===== config.mk =====
export PLATFORM = sky130hd
export DESIGN_NAME = ring_span_allocator
export DESIGN_NICKNAME = d
export VERILOG_FILES = /design/src/rsa_pkg.sv /design/src/rsa_cell.sv /design/src/ring_span_allocator.sv
export SDC_FILE = /design/constraint.sdc
export NUM_CORES = 2
export LEC_CHECK = 0
export BUFFER_PORTS_ARGS = -buffer_cell sky130_fd_sc_hd__buf_2
export CAP_MARGIN = 0
export CORE_MARGIN = 1
export CORE_UTILIZATION = 50
export DETAILED_ROUTE_END_ITERATION = 6
export GPL_ROUTABILITY_DRIVEN = 0
export PLACE_DENSITY = 0.65
export REMOVE_ABC_BUFFERS = 1
export SETUP_SLACK_MARGIN = 0.1
export SYNTH_ARGS = -nofsm -noshare
export SYNTH_HDL_FRONTEND = slang
export SYNTH_HIERARCHICAL = 1
export SYNTH_SLANG_ARGS = --single-unit

===== constraint.sdc =====
create_clock -name clock -period 32.1 [get_ports clock]
set_input_delay 6.42 -clock clock [delete_from_list [all_inputs] [get_ports clock]]
set_output_delay 6.42 -clock clock [all_outputs]
set_load 0.03 [all_outputs]

===== src/rsa_pkg.sv =====
// Shared types and codes for the ring span allocator.
package rsa_pkg;

   localparam int SLOT_W   = 16;
   localparam int RING_W   = 17;
   localparam int VER_W    = 32;
   localparam int STATUS_W = 3;

   typedef enum logic [1:0] {
      OP_ALLOC  = 2'd0,
      OP_RECORD = 2'd1,
      OP_FREE   = 2'd2,
      OP_NONE   = 2'd3
   } opcode_type;

   localparam logic [STATUS_W-1:0] ST_OK        = 3'd0;
   localparam logic [STATUS_W-1:0] ST_ZERO      = 3'd1;
   localparam logic [STATUS_W-1:0] ST_NO_ROOM   = 3'd2;
   localparam logic [STATUS_W-1:0] ST_BAD_SPAN  = 3'd3;
   localparam logic [STATUS_W-1:0] ST_FULL      = 3'd4;

   typedef struct packed {
      logic [SLOT_W-1:0] start;
      logic [SLOT_W-1:0] count;
      logic [VER_W-1:0]  version;
   } entry_type;

   typedef struct packed {
      logic push;
      logic pop;
   } cell_ctrl_type;

endpackage


===== src/rsa_cell.sv =====
// One retire queue cell: loads a new entry or takes its upper neighbor's on a pop.
module rsa_cell (
   input  logic                  clock,
   input  rsa_pkg::cell_ctrl_type ctrl,
   input  logic                  sel,
   input  rsa_pkg::entry_type    new_entry,
   input  rsa_pkg::entry_type    up_entry,
   output rsa_pkg::entry_type    entry
);

   rsa_pkg::entry_type entry_ff, entry_in;

   always_comb begin
      entry_in = entry_ff;
      if (ctrl.pop) begin
         entry_in = up_entry;
      end else if (ctrl.push && sel) begin
         entry_in = new_entry;
      end
   end

   always_ff @(posedge clock) begin
      entry_ff <= entry_in;
   end

   assign entry = entry_ff;

endmodule


===== src/ring_span_allocator.sv =====
// Top level of the ring span allocator: ring pointers, retire queue chain, control.
// Each transfer is captured in S_IDLE, then allocated or recorded in S_EXEC once
// the output register is free. A free stays in S_EXEC while it releases retired spans,
// since the retire queue, a chain of cells, shifts one entry toward the front per cycle.
// The result goes to an output register so the next request can be captured
// while it waits. A write to csr_wdata empties the ring and the retire queue.
module ring_span_allocator #(
   parameter int MAX_SLOTS    = 65536,
   parameter int RETIRE_DEPTH = 64
) (
   input  logic        clock,
   input  logic        reset,
   input  logic        req_tvalid,
   output logic        req_tready,
   input  logic [63:0] req_tdata,   // span_count, span_start, version_tag
   input  logic [1:0]  req_tuser,   // opcode
   output logic        rsp_tvalid,
   input  logic        rsp_tready,
   output logic [55:0] rsp_tdata,   // granted_start, granted_count, slots_free, zero pad
   output logic [2:0]  rsp_tuser,   // status
   input  logic        csr_we,
   input  logic [16:0] csr_wdata
);

   localparam int OCC_W = $clog2(RETIRE_DEPTH + 1);
   localparam logic [rsa_pkg::RING_W-1:0] MAX_RING = rsa_pkg::RING_W'(MAX_SLOTS);
   localparam logic [OCC_W-1:0] FULL_OCC = OCC_W'(RETIRE_DEPTH);

   typedef enum logic [1:0] {
      S_IDLE = 2'b01,
      S_EXEC = 2'b10
   } state_type;

   localparam int RW = rsa_pkg::RING_W;

   state_type state_ff, state_in;
   logic [RW-1:0] ring_ff, ring_in, head_ff, head_in, tail_ff, tail_in, free_ff, free_in;
   logic [OCC_W-1:0] occ_ff, occ_in;
   rsa_pkg::opcode_type op_ff, op_in;
   rsa_pkg::entry_type  req_ff, req_in;
   logic rv_ff, rv_in;
   logic [15:0] gs_ff, gs_in, gc_ff, gc_in;
   logic [2:0]  st_ff, st_in;
   logic [RW-1:0] sf_ff, sf_in;

   rsa_pkg::cell_ctrl_type ctrl;
   rsa_pkg::entry_type cells [RETIRE_DEPTH];
   rsa_pkg::entry_type ups   [RETIRE_DEPTH];

   logic [RW-1:0] cnt, right, room, at, sum, clamp;
   logic [RW:0]   fsum;
   logic          fits, out_free, can_pop;

   for (genvar i = 0; i < RETIRE_DEPTH; i++) begin : g_cell
      if (i == RETIRE_DEPTH - 1) begin : g_last
         assign ups[i] = cells[i];
      end else begin : g_mid
         assign ups[i] = cells[i+1];
      end
      rsa_cell u_cell (
         .clock     (clock),
         .ctrl      (ctrl),
         .sel       (occ_ff == OCC_W'(i)),
         .new_entry (req_ff),
         .up_entry  (ups[i]),
         .entry     (cells[i])
      );
   end

   assign req_tready = (state_ff == S_IDLE);
   assign out_free   = !rv_ff || rsp_tready;
   assign cnt        = {1'b0, req_ff.count};
   assign can_pop    = (occ_ff != '0) && (cells[0].version <= req_ff.version);
   assign clamp      = (csr_wdata < RW'(2)) ? RW'(2) : (csr_wdata > MAX_RING) ? MAX_RING
                       : csr_wdata;

   always_comb begin
      right = ring_ff - tail_ff;
      room  = right - ((head_ff == '0) ? RW'(1) : RW'(0));
      fits  = 1'b0;
      at    = tail_ff;
      if (tail_ff >= head_ff) begin
         if (cnt <= room) begin
            fits = 1'b1;
         end else if (head_ff > RW'(1) && cnt <= head_ff - RW'(1)) begin
            fits = 1'b1;
            at   = '0;
         end
      end else if (cnt <= head_ff - tail_ff - RW'(1)) begin
         fits = 1'b1;
      end
      sum  = at + cnt;
      fsum = {1'b0, free_ff} + {2'b0, cells[0].count};
   end

   always_comb begin
      state_in = state_ff;
      ring_in  = ring_ff;
      head_in  = head_ff;
      tail_in  = tail_ff;
      free_in  = free_ff;
      occ_in   = occ_ff;
      op_in    = op_ff;
      req_in   = req_ff;
      rv_in    = rv_ff && !rsp_tready;
      gs_in    = gs_ff;
      gc_in    = gc_ff;
      st_in    = st_ff;
      sf_in    = sf_ff;
      ctrl     = '0;
      if (csr_we) begin
         ring_in = clamp;
         head_in = '0;
         tail_in = '0;
         free_in = clamp;
         occ_in  = '0;
      end else begin
         unique case (state_ff)
            S_IDLE: begin
               if (req_tvalid) begin
                  op_in    = rsa_pkg::opcode_type'(req_tuser);
                  req_in   = {req_tdata[31:16], req_tdata[15:0], req_tdata[63:32]};
                  state_in = S_EXEC;
               end
            end
            S_EXEC: begin
               if (op_ff == rsa_pkg::OP_FREE && can_pop) begin
                  ctrl.pop = 1'b1;
                  occ_in   = occ_ff - OCC_W'(1);
                  head_in  = ({1'b0, cells[0].start} + {1'b0, cells[0].count} == ring_ff) ? '0
                             : {1'b0, cells[0].start} + {1'b0, cells[0].count};
                  free_in  = (fsum > {1'b0, ring_ff}) ? ring_ff : fsum[RW-1:0];
               end else if (out_free) begin
                  gs_in = '0;
                  gc_in = '0;
                  st_in = rsa_pkg::ST_OK;
                  unique case (op_ff)
                     rsa_pkg::OP_ALLOC: begin
                        if (cnt == '0) begin
                           st_in = rsa_pkg::ST_ZERO;
                        end else if (fits) begin
                           tail_in = (sum == ring_ff) ? '0 : sum;
                           free_in = (free_ff >= cnt) ? free_ff - cnt : '0;
                           gs_in   = at[15:0];
                           gc_in   = req_ff.count;
                        end else begin
                           st_in = rsa_pkg::ST_NO_ROOM;
                        end
                     end
                     rsa_pkg::OP_RECORD: begin
                        if (cnt == '0 || {1'b0, req_ff.start} >= ring_ff ||
                            {1'b0, req_ff.start} + cnt > ring_ff) begin
                           st_in = rsa_pkg::ST_BAD_SPAN;
                        end else if (occ_ff == FULL_OCC) begin
                           st_in = rsa_pkg::ST_FULL;
                        end else begin
                           ctrl.push = 1'b1;
                           occ_in    = occ_ff + OCC_W'(1);
                        end
                     end
                     default: begin
                     end
                  endcase
                  sf_in    = free_in;
                  rv_in    = 1'b1;
                  state_in = S_IDLE;
               end
            end
            default: state_in = S_IDLE;
         endcase
      end
   end

   always_ff @(posedge clock) begin
      if (reset) begin
         state_ff <= S_IDLE;
         ring_ff  <= MAX_RING;
         head_ff  <= '0;
         tail_ff  <= '0;
         free_ff  <= MAX_RING;
         occ_ff   <= '0;
         rv_ff    <= 1'b0;
      end else begin
         state_ff <= state_in;
         ring_ff  <= ring_in;
         head_ff  <= head_in;
         tail_ff  <= tail_in;
         free_ff  <= free_in;
         occ_ff   <= occ_in;
         rv_ff    <= rv_in;
      end
   end

   always_ff @(posedge clock) begin
      op_ff  <= op_in;
      req_ff <= req_in;
      gs_ff  <= gs_in;
      gc_ff  <= gc_in;
      st_ff  <= st_in;
      sf_ff  <= sf_in;
   end

   assign rsp_tvalid = rv_ff;
   assign rsp_tdata  = {7'b0, sf_ff, gc_ff, gs_ff};
   assign rsp_tuser  = st_ff;

endmodule

==> metrics.md <==
| Metric | Value |
|---|---|
| Post-route setup slack | `18.86 ns` |
| Final wirelength | `398 mm` |
| Starting DRT DRC Count | `7247` |
| Main synth FF type | `edfxtp_1` |
| Synthesized area | `0.204 sq mm` |
| Global route overflow | `0` |
| CTS root buffer | `clkbuf_16` |
| Most frequent cell on the critical path | `buf_4` |
| YS warnings | `6` |
| Vias/cell | `5.62` |
| Worst Max-Slew Pin Slew | `1.25 ns` |
| Total number of vias | `94.9k` |
| Post-route clock skew | `0.0499 ns` |
| Failing checks | `DRC` |
| I/O pins | `149` |
| PortBufs | `141` |
| Hold buffer count at cts | `0` |
| Worst EP required | `32.79 ns` |
| Sequential cell area | `0.128 sq mm` |
| Cell taking the most area after synthesis | `edfxtp_1` |
| Comb pwr share | `0.047` |
| Final std cell area, no fill | `0.223 sq mm` |
| Cells along the critical path | `buf_2 -> nor2_4 -> buf_4 -> buf_4 -> buf_4 -> buf_12 -> buf_4 -> buf_4 -> buf_4 -> mux2_2` |
| First drt pass iteration count | `7` |
| Post-Place Worst Slack | `18.04 ns` |
| Crit-path slowest cell | `buf_4` |
| DP Area | `0.209 sq mm` |
| Seq pwr share | `0.525` |
| PostCTS Resize Cnt | `0` |
| Hold Vio Cnt, Final | `0` |
| Post-synth top cells | `edfxtp_1, mux2_4, mux2_2, buf_6, ha_1` |
| Die Area | `0.411 sq mm` |
| Setup_tns | `0 ns` |
| Maximum achievable frequency | `0.0755 GHz` |
| Clk network pwr share | `0.429` |
| Post-DRT Antenna Nets | `0` |
| Register-to-register setup slack | `20.41 ns` |
| CP Max Fanout | `139` |
| CTS Buf Count | `445` |
| Layout cells sized above 1 | `0.454` |
| Slew HR | `0.166` |
| Leak pwr | `78.4 nW` |
| Post-CTS setup buffers | `0` |
| Skew-Pair Late Insertion Delay | `0.97 ns` |
| Synthesized area per cell | `18.9 sq um` |
| Sink Count | `4292` |
| EDFF count, synth | `4214` |
| Startpoint types | `primary input` |
| Sw Pwr | `0.00238 W` |
| Netlist cell types | `81` |
| Switching share of total power | `0.203` |
| Register area share after synthesis | `0.627` |
| DRC viols | `67` |
| Internal cell power | `0.00934 W` |
| Post-synth top area share | `0.620` |
| RSZ-0062 raised after global routing | `no` |
| Initial antenna violation count | `3` |
| Critical path class | `in2reg` |
| Area Overhead vs Synth | `9.29%` |
| Power per cell area | `52.5 mW/mm^2` |
| CP arrival | `13.93 ns` |
| Dpl hpwl | `222 mm` |
| Die Wd | `641 um` |
| Total GRT Usage | `0.191` |
| Crit-path max cell delay | `1.03 ns` |
| Pin count of the biggest net entering global routing | `187` |
| Post-synth ARST share | `0` |
| Status | `finished, violations left` |
| CTS clk-pin slew, worst paths | `0.06 ns` |
| Die H | `641 um` |
| Tcrit/Tclk final | `0.412` |
| Area of the multi-input gates | `0.0711 sq mm` |
| Main area contributors after synthesis | `edfxtp_1, mux2_4, mux2_2` |
| Finish-stage setup viols | `0` |
| Core Area | `0.406 sq mm` |
| TritonCTS clock tree | `built` |
| Min-delay worst type | `reg2reg` |
| Critical path endpoint category | `flip-flop` |
| Final min period | `13.24 ns` |
| Yosys reg bits | `4292` |
| Vias in the first global route | `100k` |
| H-tree depth | `5` |
| Fin. max-slew vios | `0` |
| Starting Density | `0.503` |
| Longest Clk Path Bufs | `4` |
| Layout fillers | `31.3k` |
| Row count | `234` |
| Nets | `11.5k` |
| Max-Cap Viols | `0` |
| Peak VDD IR | `43.3 uV` |
| WL/cell | `23.6 um` |
| Mapped Cells | `10.8k` |
| Most common cell in the synthesized netlist | `edfxtp_1` |
| Global-route wire length before repair | `616 mm` |
routing by layer:
layer	global-route usage	vias up	wire, um
met5	0	-	0
met4	0.0595	0	12700
met3	0.0263	672	16100
met2	0.316	1874	190000
met1	0.261	49500	179000
li1	-	42800	-
final cells by class:
type / count / share of cell area
Sequential cell: 4292 / 0.574
Clock buffer: 551 / 0.0528
Clock inverter: 277 / 0.0105
Multi-Input combinational cell: 5821 / 0.318
Antenna cell: 3 / 0.0000336
Inverter: 167 / 0.00281
Tap cell: 5428 / 0.0304
Timing Repair Buffer: 353 / 0.0110
flip-flops by register name (all words and copies together) (netlist names):
name / flops
tail_ff: 17
head_ff: 17
op_ff: 2
free_ff: 17
gs_ff: 16
g_cell.u_cell/entry: 4096
rsp_tvalid: 1
occ_ff: 7
req_ff: 48
state_ff: 2
gc_ff: 16
sf_ff: 17
rsp_tuser: 3
ring_ff: 17
cnt: 16
power by group through the flow:
stage | logic [W] | clock network (W) | registers [W]
after CTS | 0.000547 | 0.00517 | 0.00615
after global placement | 0.000520 | 0 | 0.00627
after detailed placement | 0.000541 | 0 | 0.00627
after floorplan | 0.000399 | 0 | 0.00632
after global routing | 0.000592 | 0.00536 | 0.00615
final | 0.000549 | 0.00502 | 0.00615
path summary, 6_finish.rpt:
| check | start | to | depth (start not counted) |
|---|---|---|---|
| max | csr_we | g_cell[58].u_cell/entry[10] | 10 |
| min | g_cell[15].u_cell/entry[55] | g_cell[14].u_cell/entry[55] | 1 |
| max reg2reg | req_ff[20] | g_cell[58].u_cell/entry[10] | 18 |
| min reg2reg | g_cell[15].u_cell/entry[55] | g_cell[14].u_cell/entry[55] | 1 |
worst max-delay path, delay by kind of cell:
family                 cells  cell delay (ns)
buffers and inverters      8             6.02
and+or+nand+nor            1             0.57
muxes                      1             0.43
cells in the final DEF (no fill, tap or decap), drive strengths merged, types with 40 or more instances in the layout:
master and n:
nand2 136, xnor2 95, nor3 48, clkinv 209, a211oi 40, nor2 218
mux2 4130, buf 353, a21oi 130, inv 184, o21ai 98, a21o 128
xor2 42, ha 283, edfxtp 4214, dfxtp 78, clkbuf 551
cell families after synthesis:
family | count (synthesis) | synth area share
buffers and inverters | 687 | 0.0273
other | 1 | 0.0000184
adders and majority gates | 291 | 0.0181
AOI/OAI and AO/OA | 581 | 0.0192
xor gates and xnor gates | 140 | 0.00621
and+or+nand+nor | 665 | 0.0161
muxes | 4137 | 0.286
DFF | 4292 | 0.627
metrics by stage:
stage | power (W) | utilization | hold WS [ns] | instances
4_1_cts | 0.0119 | 0.549 | 0.512 | 16900
3_5_place_dp | 0.00681 | 0.514 | 0.518 | 16100
6_report | 0.0117 | 0.549 | 0.521 | 16900
5_1_grt | 0.0121 | 0.549 | 0.530 | 16900
3_3_place_gp | 0.00679 | 0.514 | 0.493 | 16100
2_1_floorplan | 0.00672 | - | 0.465 | 10300
No activity file was read; power rests on OpenSTA's default activity.
